`src/sv/battery_gauge_level_smoother_unit_macros.svh`:
```
// Assertion macros for the battery gauge level smoother.
// Used by the top level only; needs a clock and a reset signal in scope.
`ifndef BATTERY_GAUGE_LEVEL_SMOOTHER_UNIT_MACROS_SVH
`define BATTERY_GAUGE_LEVEL_SMOOTHER_UNIT_MACROS_SVH

// same-cycle implication
`define BGLS_ASSERT_IMP(lbl, ante, cons, msg) \
   lbl: assert property (@(posedge clock) disable iff (reset) (ante) |-> (cons)) \
      else $error(msg);

// next-cycle implication
`define BGLS_ASSERT_NEXT(lbl, ante, cons, msg) \
   lbl: assert property (@(posedge clock) disable iff (reset) (ante) |=> (cons)) \
      else $error(msg);

`endif

```
`src/sv/bgls_pkg.sv`:
```
// Shared types and constants of the battery gauge level smoother.
// No dependencies.
package bgls_pkg;

   typedef logic [2:0] level_type;

   // request codes
   localparam logic REQ_TICK   = 1'b0;
   localparam logic REQ_SAMPLE = 1'b1;

   // register indexes
   localparam logic [2:0] CSR_FULL_MV    = 3'd0;
   localparam logic [2:0] CSR_ONE_BAR_MV = 3'd1;
   localparam logic [2:0] CSR_TWO_BAR_MV = 3'd2;
   localparam logic [2:0] CSR_ONE_BAR_EN = 3'd3;
   localparam logic [2:0] CSR_FAR_TICKS  = 3'd4;
   localparam logic [2:0] CSR_NEAR_TICKS = 3'd5;

   // register reset values
   localparam logic [15:0] RST_FULL_MV    = 16'd16000;
   localparam logic [15:0] RST_ONE_BAR_MV = 16'd8000;
   localparam logic [15:0] RST_TWO_BAR_MV = 16'd9000;
   localparam logic        RST_ONE_BAR_EN = 1'b1;
   localparam logic [15:0] RST_FAR_TICKS  = 16'd1000;
   localparam logic [15:0] RST_NEAR_TICKS = 16'd5000;

   // interpolation: level = base + (d * MUL + BIAS) / STEP, capped at LEVEL_MAX
   localparam int NUM_W     = 19;
   localparam int ONE_MUL   = 6;
   localparam int ONE_BIAS  = 4000;
   localparam int ONE_STEP  = 8000;
   localparam int TWO_MUL   = 5;
   localparam int TWO_BIAS  = 3500;
   localparam int TWO_STEP  = 7000;
   localparam int LEVEL_MAX = 7;
   localparam level_type LEVEL_FULL = level_type'(LEVEL_MAX);
   localparam level_type LEVEL_ONE  = 3'd1;
   localparam level_type LEVEL_TWO  = 3'd2;
   localparam level_type LEVEL_NONE = 3'd0;

   typedef struct packed {
      logic [15:0] full_mv;
      logic [15:0] one_mv;
      logic [15:0] two_mv;
      logic        one_en;
      logic [15:0] far_ticks;
      logic [15:0] near_ticks;
   } cfg_type;

   // beat between the level stage and the tracking stage
   typedef struct packed {
      logic      req_type;
      level_type target;
   } tgt_beat_type;

endpackage

```
`src/sv/battery_gauge_level_smoother_unit.sv`:
```
// Battery gauge level smoother, top level.
// Depends on bgls_pkg, bgls_csr, bgls_level, bgls_track and the macros header.
//
// Usage:
//  - req_ channel: one beat is a 1 ms tick (req_type = 0) or a voltage
//    sample in mV (req_type = 1). Accepted when req_valid && !req_stall.
//  - rsp_ channel: exactly one result beat per request beat, in order:
//    shown level, low warning flag, and whether the display was refreshed.
//    Taken when rsp_valid && !rsp_stall.
//  - csr_ channel: register writes (index, data), always ready. Write only
//    while no beat is in flight.
//  - Pipeline: 2 register stages. Throughput: one beat per cycle while
//    results are taken without stall; stage 1 maps voltage to a target
//    level, stage 2 runs the timer/level update and holds the result register.
//  - Stall: while a result waits, stage 1 can still take one more beat;
//    req_stall rises only when both stages are full and rsp_stall is high.
//  - Reset (synchronous): registers back to defaults, timer and level 0,
//    no sample seen yet, no beats in flight.
module battery_gauge_level_smoother_unit (
   input  logic        clock,
   input  logic        reset,
   // request
   input  logic        req_valid,
   output logic        req_stall,
   input  logic        req_type,
   input  logic [15:0] req_voltage_mv,
   // result
   output logic        rsp_valid,
   input  logic        rsp_stall,
   output logic [2:0]  rsp_shown_level,
   output logic        rsp_low_warning,
   output logic        rsp_display_update,
   // configuration
   input  logic        csr_valid,
   output logic        csr_ready,
   input  logic [2:0]  csr_index,
   input  logic [15:0] csr_wdata
);

`include "battery_gauge_level_smoother_unit_macros.svh"

   bgls_pkg::cfg_type      cfg;
   bgls_pkg::tgt_beat_type s1_beat;
   logic                   s1_valid;
   logic                   advance;   // result register free or being taken
   logic                   s1_load;

   assign advance   = !rsp_valid || !rsp_stall;
   assign req_stall = s1_valid && !advance;
   assign s1_load   = req_valid && !req_stall;

   bgls_csr u_csr (
      .clock     (clock),
      .reset     (reset),
      .csr_valid (csr_valid),
      .csr_ready (csr_ready),
      .csr_index (csr_index),
      .csr_wdata (csr_wdata),
      .cfg       (cfg)
   );

   // stage 1: target level
   bgls_level u_level (
      .clock          (clock),
      .reset          (reset),
      .load           (s1_load),
      .drain          (advance),
      .req_type       (req_type),
      .req_voltage_mv (req_voltage_mv),
      .cfg            (cfg),
      .beat_valid     (s1_valid),
      .beat           (s1_beat)
   );

   // stage 2: smoothing state and result register
   bgls_track u_track (
      .clock              (clock),
      .reset              (reset),
      .advance            (advance),
      .beat_valid         (s1_valid),
      .beat               (s1_beat),
      .cfg                (cfg),
      .rsp_valid          (rsp_valid),
      .rsp_shown_level    (rsp_shown_level),
      .rsp_low_warning    (rsp_low_warning),
      .rsp_display_update (rsp_display_update)
   );

   // a refresh always leaves the warning matching an empty gauge
   `BGLS_ASSERT_IMP(a_warn_on_update, rsp_valid && rsp_display_update, rsp_low_warning == (rsp_shown_level == 3'd0), "warning disagrees with refreshed level")
   // a stage-1 beat that moves on must show up as a result
   `BGLS_ASSERT_NEXT(a_beat_to_rsp, s1_valid && advance, rsp_valid, "stage 1 beat lost")
   // no result appears without a beat behind it
   `BGLS_ASSERT_IMP(a_no_phantom, $rose(rsp_valid), $past(s1_valid), "result without a request beat")

endmodule

```
`src/sv/bgls_csr.sv`:
```
// Configuration registers of the battery gauge level smoother.
// Depends on bgls_pkg.
module bgls_csr (
   input  logic             clock,
   input  logic             reset,
   input  logic             csr_valid,
   output logic             csr_ready,
   input  logic [2:0]       csr_index,
   input  logic [15:0]      csr_wdata,
   output bgls_pkg::cfg_type cfg
);

   bgls_pkg::cfg_type cfg_ff, cfg_in;

   assign csr_ready = 1'b1;
   assign cfg       = cfg_ff;

   always_comb begin
      cfg_in = cfg_ff;
      if (csr_valid) begin
         case (csr_index)
            bgls_pkg::CSR_FULL_MV:    cfg_in.full_mv    = csr_wdata;
            bgls_pkg::CSR_ONE_BAR_MV: cfg_in.one_mv     = csr_wdata;
            bgls_pkg::CSR_TWO_BAR_MV: cfg_in.two_mv     = csr_wdata;
            bgls_pkg::CSR_ONE_BAR_EN: cfg_in.one_en     = csr_wdata[0];
            bgls_pkg::CSR_FAR_TICKS:  cfg_in.far_ticks  = csr_wdata;
            bgls_pkg::CSR_NEAR_TICKS: cfg_in.near_ticks = csr_wdata;
            default: ;  // unmapped index, ignored
         endcase
      end
   end

   always_ff @(posedge clock) begin
      if (reset) begin
         cfg_ff.full_mv    <= bgls_pkg::RST_FULL_MV;
         cfg_ff.one_mv     <= bgls_pkg::RST_ONE_BAR_MV;
         cfg_ff.two_mv     <= bgls_pkg::RST_TWO_BAR_MV;
         cfg_ff.one_en     <= bgls_pkg::RST_ONE_BAR_EN;
         cfg_ff.far_ticks  <= bgls_pkg::RST_FAR_TICKS;
         cfg_ff.near_ticks <= bgls_pkg::RST_NEAR_TICKS;
      end else begin
         cfg_ff <= cfg_in;
      end
   end

endmodule

```
`src/sv/bgls_level.sv`:
```
// Input stage: maps a voltage sample to a target level and registers it.
// Depends on bgls_pkg.
module bgls_level (
   input  logic                   clock,
   input  logic                   reset,
   input  logic                   load,
   input  logic                   drain,
   input  logic                   req_type,
   input  logic [15:0]            req_voltage_mv,
   input  bgls_pkg::cfg_type      cfg,
   output logic                   beat_valid,
   output bgls_pkg::tgt_beat_type beat
);

   logic                   valid_ff, valid_in;
   bgls_pkg::tgt_beat_type beat_ff, beat_in;

   logic [15:0]                  d_one, d_two;
   logic [bgls_pkg::NUM_W-1:0]   num_one, num_two;
   logic [2:0]                   q_one, q_two;
   bgls_pkg::level_type          target;

   assign d_one   = req_voltage_mv - cfg.one_mv;
   assign d_two   = req_voltage_mv - cfg.two_mv;
   assign num_one = bgls_pkg::NUM_W'(d_one) * bgls_pkg::NUM_W'(bgls_pkg::ONE_MUL)
                  + bgls_pkg::NUM_W'(bgls_pkg::ONE_BIAS);
   assign num_two = bgls_pkg::NUM_W'(d_two) * bgls_pkg::NUM_W'(bgls_pkg::TWO_MUL)
                  + bgls_pkg::NUM_W'(bgls_pkg::TWO_BIAS);

   // quotient by constant step, counted against the thresholds up to the cap
   always_comb begin
      q_one = 3'd0;
      q_two = 3'd0;
      for (int k = 1; k <= bgls_pkg::LEVEL_MAX - 1; k++) begin
         if (num_one >= bgls_pkg::NUM_W'(k * bgls_pkg::ONE_STEP)) q_one = q_one + 3'd1;
      end
      for (int k = 1; k <= bgls_pkg::LEVEL_MAX - 2; k++) begin
         if (num_two >= bgls_pkg::NUM_W'(k * bgls_pkg::TWO_STEP)) q_two = q_two + 3'd1;
      end
   end

   always_comb begin
      if (req_voltage_mv >= cfg.full_mv) begin
         target = bgls_pkg::LEVEL_FULL;
      end else if (cfg.one_en && (req_voltage_mv >= cfg.one_mv)) begin
         target = bgls_pkg::LEVEL_ONE + q_one;
      end else if (req_voltage_mv >= cfg.two_mv) begin
         target = bgls_pkg::LEVEL_TWO + q_two;
      end else begin
         target = bgls_pkg::LEVEL_NONE;
      end
   end

   always_comb begin
      valid_in = valid_ff;
      beat_in  = beat_ff;
      if (load) begin
         valid_in         = 1'b1;
         beat_in.req_type = req_type;
         beat_in.target   = target;
      end else if (drain) begin
         valid_in = 1'b0;
      end
   end

   always_ff @(posedge clock) begin
      if (reset) begin
         valid_ff <= 1'b0;
      end else begin
         valid_ff <= valid_in;
      end
      beat_ff <= beat_in;
   end

   assign beat_valid = valid_ff;
   assign beat       = beat_ff;

endmodule

```
`src/sv/bgls_track.sv`:
```
// Tracking stage: wait timer, shown level, warning flag and result register.
// Depends on bgls_pkg.
module bgls_track (
   input  logic                   clock,
   input  logic                   reset,
   input  logic                   advance,
   input  logic                   beat_valid,
   input  bgls_pkg::tgt_beat_type beat,
   input  bgls_pkg::cfg_type      cfg,
   output logic                   rsp_valid,
   output logic [2:0]             rsp_shown_level,
   output logic                   rsp_low_warning,
   output logic                   rsp_display_update
);

   logic                started_ff, started_in;
   logic [15:0]         timer_ff, timer_in;
   bgls_pkg::level_type level_ff, level_in;
   logic                warn_ff, warn_in;
   logic                valid_ff, valid_in;
   logic                upd_ff, upd_in;

   bgls_pkg::level_type disp, diff;
   logic                warn0, upd0, step;
   logic                take;

   assign take = advance && beat_valid;

   always_comb begin
      // first sample sets the level directly
      disp  = started_ff ? level_ff : beat.target;
      warn0 = started_ff ? warn_ff : (warn_ff || (beat.target == bgls_pkg::LEVEL_NONE));
      upd0  = !started_ff;
      diff  = (beat.target > disp) ? beat.target - disp : disp - beat.target;
      step  = ((diff >= 3'd2) && (timer_ff >= cfg.far_ticks)) ||
              ((diff == 3'd1) && (timer_ff >= cfg.near_ticks));

      started_in = started_ff;
      timer_in   = timer_ff;
      level_in   = level_ff;
      warn_in    = warn_ff;
      upd_in     = upd_ff;
      valid_in   = advance ? beat_valid : valid_ff;

      if (take) begin
         if (beat.req_type == bgls_pkg::REQ_TICK) begin
            if (timer_ff != 16'hFFFF) timer_in = timer_ff + 16'd1;
            upd_in = 1'b0;
         end else begin
            started_in = 1'b1;
            level_in   = disp;
            warn_in    = warn0;
            upd_in     = upd0;
            if (diff == 3'd0) begin
               timer_in = 16'd0;
            end else if (step) begin
               timer_in = 16'd0;
               level_in = (disp < beat.target) ? disp + 3'd1 : disp - 3'd1;
               warn_in  = (level_in == bgls_pkg::LEVEL_NONE);
               upd_in   = 1'b1;
            end
         end
      end
   end

   always_ff @(posedge clock) begin
      if (reset) begin
         started_ff <= 1'b0;
         timer_ff   <= 16'd0;
         level_ff   <= bgls_pkg::LEVEL_NONE;
         warn_ff    <= 1'b0;
         valid_ff   <= 1'b0;
      end else begin
         started_ff <= started_in;
         timer_ff   <= timer_in;
         level_ff   <= level_in;
         warn_ff    <= warn_in;
         valid_ff   <= valid_in;
      end
      upd_ff <= upd_in;
   end

   assign rsp_valid          = valid_ff;
   assign rsp_shown_level    = level_ff;
   assign rsp_low_warning    = warn_ff;
   assign rsp_display_update = upd_ff;

endmodule

```
`config.mk`:
```
export PLATFORM = sky130hd
export DESIGN_NAME = battery_gauge_level_smoother_unit
export DESIGN_NICKNAME = d
export VERILOG_FILES = /design/src/sv/bgls_pkg.sv /design/src/sv/battery_gauge_level_smoother_unit.sv /design/src/sv/bgls_csr.sv /design/src/sv/bgls_level.sv /design/src/sv/bgls_track.sv
export VERILOG_INCLUDE_DIRS = /design/src /design/src/sv
export SDC_FILE = /design/constraint.sdc
export NUM_CORES = 1
export LEC_CHECK = 0
export ABC_AREA = 1
export BUFFER_PORTS_ARGS = -buffer_cell sky130_fd_sc_hd__buf_2
export CORE_ASPECT_RATIO = 1.75
export CORE_MARGIN = 2
export CORE_UTILIZATION = 45
export DETAILED_ROUTE_END_ITERATION = 10
export GPL_ROUTABILITY_DRIVEN = 0
export SLEW_MARGIN = 20
export SYNTH_ARGS = -nofsm -noshare
export SYNTH_HDL_FRONTEND = slang
export SYNTH_SLANG_ARGS = --single-unit
```
`constraint.sdc`:
```
create_clock -name clock -period 8 [get_ports clock]
set_input_delay 0.4 -clock clock [delete_from_list [all_inputs] [get_ports clock]]
set_output_delay 0.4 -clock clock [all_outputs]
set_load 0.01 [all_outputs]
```
# After elaboration in Yosys (flattened, before gate mapping)
# Cells that the tools add are included.
[classes]
addsub = 20
mul = 2
magnitude_cmp = 19
n_eq_ne = 8
muxes = 29
reduce_logical = 28
[ops]
columns = ["cell", "n"]
rows = [
  ["16-bit greater-or-equal comparator", 5],
  ["19-bit by 15-bit greater-or-equal comparator with 1-bit output (second input constant)", 4],
  ["16-bit 2-to-1 mux", 4],
  ["19-bit by 16-bit greater-or-equal comparator with 1-bit output (second input constant)", 3],
  ["3-bit 2-to-1 mux", 16],
  ["19-bit by 12-bit adder with 19-bit output (second input constant)", 2],
  ["19-bit by 13-bit greater-or-equal comparator with 1-bit output (second input constant)", 2],
  ["19-bit by 14-bit greater-or-equal comparator with 1-bit output (second input constant)", 2],
  ["16-bit subtractor", 2],
  ["3-bit by 1-bit adder with 3-bit output (second input constant)", 8],
  ["16-bit by 3-bit multiplier with 19-bit output (second input constant)", 1],
  ["16-bit by 2-bit multiplier with 18-bit output (second input constant)", 1],
  ["16-bit by 1-bit adder with 16-bit output (second input constant)", 1],
  ["16-bit != test (second input constant)", 1],
  ["2-bit AND reduction", 7],
  ["3-bit logical NOT", 4],
  ["1-bit 2-to-1 mux", 9],
  ["3-bit by 1-bit equality test with 1-bit output (second input constant)", 2],
  ["3-bit by 2-bit equality test with 1-bit output (second input constant)", 2],
  ["3-bit equality test (second input constant)", 2],
  ["1-bit logical AND", 6],
  ["3-bit subtractor", 2],
  ["1-bit logical NOT", 5],
  ["1-bit by 1-bit adder with 2-bit output (second input constant)", 2],
  ["other kinds (10)", 13],
]
[totals]
register_bits = 109
input_bits = 41
output_inout_bits = 8
word_cells = 121

# Logic depth before layout (Yosys ltp)
[depth]
depth_word = 17
ltp_mapped = 56
ltp_nobuf = 56

# Hierarchy
# Synthesis repeated with hierarchy kept, for this count alone.
[unflattened]
cells_unflattened = 1773
hier_area_um2 = 11534.8
[modules_own_cells]
columns = ["mod", "n_inst", "cells_each", "area_per_inst_um2", "seq_area_each_um2"]
rows = [
  ["bgls_level", 1, 924, 5700.5, 140.1],
  ["bgls_csr", 1, 443, 3191.8, 1621.6],
  ["bgls_track", 1, 401, 2622.5, 470.5],
  ["battery_gauge_level_smoother_unit", 1, 5, 20.0, 0.0],
]

# Worst setup path before layout
# Ideal clock, no wire load.
[synth_timing]
path_type = "in2reg"
startpoint = "input port req_voltage_mv[2]"
endpoint = "register u_level.beat_ff (netlist bit u_level.beat[2]) (data pin)"
setup_time_ps = 253
t_arrival_ps = 6474
required_time_ps = 7747
path_slack_ps = 1272
path_stages = 46
n_path_buf = 0
cell_sequence = "ha_1 > a21oi_1 > nand2_1 > a21oi_1 > o21bai_1 > a21oi_1 > inv_1 > a21oi_1 > o21ai_0 > nand2_1 > inv_1 > o21ai_0 > nand2_1 > nand3_1 > nand2_1 > a21oi_1 > o21ai_0 > xnor2_1 > (+10 left out) > nand2_1 > nor2_1 > o211ai_1 > inv_1 > ha_1 > or2_2 > nand2_1 > inv_1 > ha_1 > nand2_1 > nand2_1 > ha_1 > o21ai_0 > nand2_1 > nand2_1 > o21ai_0 > inv_1 > nand2_1"
[synth_between]
elab_chain_len = 17
[synth_lines]
columns = ["element", "line_no", "text"]
rows = [
  ["start: declaration", "battery_gauge_level_smoother_unit.sv:26", "input logic [15:0] req_voltage_mv,"],
  ["16-bit subtractor", "bgls_level.sv:23", "assign d_one = req_voltage_mv - cfg.one_mv;"],
  ["16-bit by 2-bit multiplier with 18-bit output", "bgls_level.sv:25", "assign num_one = bgls_pkg::NUM_W'(d_one) * bgls_pkg::NUM_W'(bgls_pkg::ONE_MUL)"],
  ["19-bit by 12-bit adder with 19-bit output", "bgls_level.sv:26", "+ bgls_pkg::NUM_W'(bgls_pkg::ONE_BIAS);"],
  ["19-bit by 13-bit greater-or-equal comparator with 1-bit output", "bgls_level.sv:35", "if (num_one >= bgls_pkg::NUM_W'(k * bgls_pkg::ONE_STEP)) q_one = q_one + 3'd1;"],
  ["1-bit 2-to-1 mux", "bgls_level.sv:35", ""],
  ["1-bit by 1-bit adder with 2-bit output", "bgls_level.sv:35", ""],
  ["3-bit 2-to-1 mux", "bgls_level.sv:35", ""],
  ["3-bit by 1-bit adder with 3-bit output", "bgls_level.sv:35", ""],
  ["3-bit 2-to-1 mux", "bgls_level.sv:35", ""],
  ["3-bit by 1-bit adder with 3-bit output", "bgls_level.sv:35", ""],
  ["3-bit 2-to-1 mux", "bgls_level.sv:35", ""],
  ["3-bit by 1-bit adder with 3-bit output", "bgls_level.sv:35", ""],
  ["3-bit 2-to-1 mux", "bgls_level.sv:35", ""],
  ["3-bit by 1-bit adder with 3-bit output", "bgls_level.sv:35", ""],
  ["3-bit 2-to-1 mux", "bgls_level.sv:35", ""],
  ["1-bit by 3-bit adder with 3-bit output", "bgls_level.sv:46", "target = bgls_pkg::LEVEL_ONE + q_one;"],
  ["3-bit 2-to-1 mux", "bgls_level.sv:45", "end else if (cfg.one_en && (req_voltage_mv >= cfg.one_mv)) begin"],
  ["end signal: assignment", "bgls_level.sv:72", "beat_ff <= beat_in;"],
  ["end: declaration", "bgls_level.sv:16", "bgls_pkg::tgt_beat_type beat_ff, beat_in;"],
]
# Parallel ways exist; a longest one is shown, timed or not.
# A chain may end at the register's enable or synchronous reset.

# Final worst setup path
[layout_timing]
startpoint = "register u_csr.cfg_ff (netlist bit u_csr.cfg[49])"
endpoint = "register u_level.beat_ff (netlist bit u_level.beat[2]) (data pin)"
[layout_between]
elab_chain_len = 17
[layout_lines]
columns = ["element", "line_no", "text"]
rows = [
  ["start: declaration", "bgls_csr.sv:13", "bgls_pkg::cfg_type cfg_ff, cfg_in;"],
  ["start signal: assignment", "bgls_csr.sv:42", "cfg_ff <= cfg_in;"],
  ["16-bit subtractor", "bgls_level.sv:23", ""],
  ["16-bit by 2-bit multiplier with 18-bit output", "bgls_level.sv:25", ""],
  ["19-bit by 12-bit adder with 19-bit output", "bgls_level.sv:26", ""],
  ["19-bit by 13-bit greater-or-equal comparator with 1-bit output", "bgls_level.sv:35", ""],
  ["1-bit 2-to-1 mux", "bgls_level.sv:35", ""],
  ["1-bit by 1-bit adder with 2-bit output", "bgls_level.sv:35", ""],
  ["3-bit 2-to-1 mux", "bgls_level.sv:35", ""],
  ["3-bit by 1-bit adder with 3-bit output", "bgls_level.sv:35", ""],
  ["3-bit 2-to-1 mux", "bgls_level.sv:35", ""],
  ["3-bit by 1-bit adder with 3-bit output", "bgls_level.sv:35", ""],
  ["3-bit 2-to-1 mux", "bgls_level.sv:35", ""],
  ["3-bit by 1-bit adder with 3-bit output", "bgls_level.sv:35", ""],
  ["3-bit 2-to-1 mux", "bgls_level.sv:35", ""],
  ["3-bit by 1-bit adder with 3-bit output", "bgls_level.sv:35", ""],
  ["3-bit 2-to-1 mux", "bgls_level.sv:35", ""],
  ["1-bit by 3-bit adder with 3-bit output", "bgls_level.sv:46", ""],
  ["3-bit 2-to-1 mux (*)", "bgls_level.sv:45", ""],
]
# Mark *: on every way between the ends. The rest lies on a longest branch, timed or not.

==> run summary <==
Status: complete, no violations
Hold_ws: 0.213 ns
Final hold viol count: 0
Cell mode on critical path: nand2_1
Layout Cells excl Fill: 1866
Final nets: 1760
Max-Cap Viols: 0
Drt first pass iters: 5
Crit share post-route: 90.1%
Grt total ovfl: 0
DIE WIDTH: 119 µm
CTS buffer count: 9
Relative slew margins: 33.6%
Clk_skew: 0.00907 ns
Share of layout cells above drive strength 1: 10.7%
CTS tree: done
Largest net degree at the start of global routing: 83
Reg-to-Reg End: u_level.beat[2]
PD cells: 292 nW/µm²
Syn Inst Count: 1522
Met1 usage: 21.8%
P_sw: 0.00169 W
Syn_area_per_cell: 6.84 µm²
P_int: 0.00161 W
Crit-path slowest cell: fa_1
Comb pwr share: 68.6%
Antenna cells: 0
Via count: 9571
GR peak layer: met2
Overall Global Routing Usage: 22.8%
R2R Setup Slk: 0.79 ns
Vias in the first global route: 9577
CP startpoint: u_csr.cfg[49]
Clock sink count: 109
FFs w/ async S/R, synth: 0%
I/O Buffers: 47
Yosys cell types: 57
Grt met2 use: 48.2%
Clock root buffer: clkbuf_16
CTS clk-pin slew, worst paths: 0.08 ns
IO Pins: 49
Vias per Instance: 5.13
Switching Fraction: 51.2%
Setup TNS: 0 ns
F_max: 139 MHz
Clock Latency Late Sink: 0.36 ns
Total Routed Length: 26700 µm
Start of the worst register-to-register path: u_csr.cfg[49]
Die Span Y: 205 µm
Worst Path Arrival: 7.32 ns
Fin. max-slew vios: 0
Clock Power Share: 13.5%
Sequential Power Share: 17.9%
Critical Path Sink: u_level.beat[2]
Initial DRC count: 408
Final setup fails: 0
Seq/Total Area, Yosys: 21.4%
Worst reg-to-reg path cell count: 48
Placed cells: 1849
Crit end category: flip-flop
Mapped Nets: 1721
Worst-case vdd ir drop: 0.201 mV
WL per Instance: 14.3 µm
Worst Tran Pin Value: 0.992 ns
Area growth from synthesis to layout: 8.44%
Min-Delay Path Class: in2reg
RSZ-0062 raised after global routing: no
Core area: 22700 µm²
Longest Clk Path Bufs: 2
Post-route cell area: 11300 µm²
Post-route ant nets: 0
Initial core utilization: 45.8%
Critical path class: reg2reg
Tmin final: 7.21 ns
Row cnt: 73
Ys Warns: 0
Number of synthesized flops with an enable pin: 5
Largest stage delay, worst path: 0.37 ns
Static leakage: 5.70 nW
Grt met3 use: 2.13%
FF+latch count, synth: 109
Die footprint: 24400 µm²
Synthesized cell area: 10400 µm²
CTS Hold Bufs: 0
DR DRC count: 0
Initial antenna violation count: 0
First-pass GRT wire length: 44700 µm
Critical path peak fanout: 5
DP HPWL: 22600 µm
CP Launch Type: flip-flop
Critical Path RT: 8.12 ns
CTS H-tree depth: 3
Area after DPL: 11000 µm²
Top FF cell, synth: dfxtp_1
## critical path: cells and delay by family, from the launching register on
family | cells | cell delay (ns)
flip-flops | 1 | 0.33
XOR/XNOR | 2 | 0.41
AND/OR/NAND/NOR | 29 | 3.33
AO/OA/AOI/OAI | 3 | 0.38
buffers and inverters | 7 | 0.47
adder cells (fa/ha/maj) | 7 | 2.01
## registers in the layout, indices dropped and copies added (netlist names)
name and flops:
u_csr.cfg 81, u_level.beat 4, u_level.beat_valid 1, u_track.rsp_display_update 1, u_track.rsp_low_warning 1, u_track.rsp_shown_level 3
u_track.rsp_valid 1, u_track.started_ff 1, u_track.timer_ff 16
## final cells by class
| cell class | instances | area (µm²) |
|---|---|---|
| inverter | 289 | 1090 |
| sequential | 109 | 2230 |
| multi-input combinational | 1102 | 7050 |
| clock buffer | 11 | 253 |
| timing repair buffer | 50 | 258 |
| clock inverter | 5 | 40.0 |
| tap | 300 | 375 |
| fill | 2333 | 11400 |
## power by group through the flow
stage                     clock network (W)  logic, W  registers [W]
after global routing               0.000475   0.00263       0.000595
final                              0.000446   0.00227       0.000592
after global placement                    0   0.00218       0.000604
after CTS                          0.000455   0.00223       0.000592
after floorplan                           0   0.00174       0.000600
after detailed placement                  0   0.00222       0.000604
## worst min path at each step
stage                       start              end  cells past startpoint  slack (ns)
floorplan           u_csr.cfg[35]    u_csr.cfg[35]                      2        0.43
global placement    u_csr.cfg[40]    u_csr.cfg[40]                      2        0.45
detailed placement  u_csr.cfg[73]    u_csr.cfg[73]                      2        0.45
CTS                      req_type  u_level.beat[3]                      1        0.20
global route             req_type  u_level.beat[3]                      1        0.20
finish                   req_type  u_level.beat[3]                      1        0.21
## stage by stage
stage          setup WS [ns]  utilization (%)  power (W)
2_1_floorplan           1.27                -    0.00234
3_3_place_gp           0.488             48.2    0.00279
3_5_place_dp           0.357             48.2    0.00282
4_1_cts                0.560             49.5    0.00328
5_1_grt             0.000687             49.7    0.00370
6_report               0.794             49.7    0.00330
## synthesized netlist by cell type, drive strengths merged, types with 2 or more instances
cell type  count  area, µm²
nand2        337       1390
inv          285       1070
ha           145       1810
a21oi        136        707
o21ai        110        558
dfxtp        104       2080
nor2          93        415
nand3         86        518
xor2          34        298
o211ai        33        253
nand4         23        150
clkbuf        21       78.8
nor3          18       90.1
fa            13        260
xnor2          9       78.8
a31oi          8       50.1
o21a           8       60.1
or2            8       50.1
edfxtp         5        150
o21bai         5       37.5
o31ai          5       37.5
a211oi         4       30.0
clkinv         4       20.0
nand3b         4       30.0
a221oi         3       26.3
and2           3       20.0
a21boi         2       15.0
mux2i          2       20.0
nor4           2       12.5
o2111ai        2       17.5
## kinds of logic after synthesis
| family | after synthesis | share of synthesized area [%] |
|---|---|---|
| AND/OR/NAND/NOR | 577 | 25.9 |
| AO/OA/AOI/OAI | 321 | 17.6 |
| buffers and inverters | 311 | 11.3 |
| adder cells (fa/ha/maj) | 158 | 19.9 |
| flip-flops | 109 | 21.4 |
| XOR/XNOR | 43 | 3.62 |
| multiplexers | 2 | 0.192 |
| other | 1 | 0.0360 |
## repair_timing
item                       4_1_cts  5_1_grt
setup endpoints to repair        0        2
setup buffers                    0        1
resized for setup                0        9
## metal layers
| layer | share of wire, % | wire (µm) |
|---|---|---|
| met3 | 1.6 | 416 |
| met2 | 57 | 15300 |
| met4 | 3.4 | 916 |
| met5 | 0 | 0 |
| met1 | 38 | 10100 |
## cells in the final DEF, fill, tap and decap left out, drive strengths merged, types with 2 or more instances in the layout
cell type	synthesis	layout
a211oi	4	4
a21boi	2	2
a21oi	136	136
a221oi	3	3
a31oi	8	8
and2	3	3
buf	1	50
clkbuf	21	11
clkinv	4	4
dfxtp	104	104
edfxtp	5	5
fa	13	13
ha	145	145
inv	285	289
mux2i	2	2
nand2	337	337
nand3	86	86
nand3b	4	4
nand4	23	23
nor2	93	93
nor3	18	18
nor4	2	2
o2111ai	2	2
o211ai	33	33
o21a	8	8
o21ai	110	110
o21bai	5	5
o31ai	5	5
or2	8	8
xnor2	9	9
xor2	34	34
No activity file was read; power rests on OpenSTA's default activity.
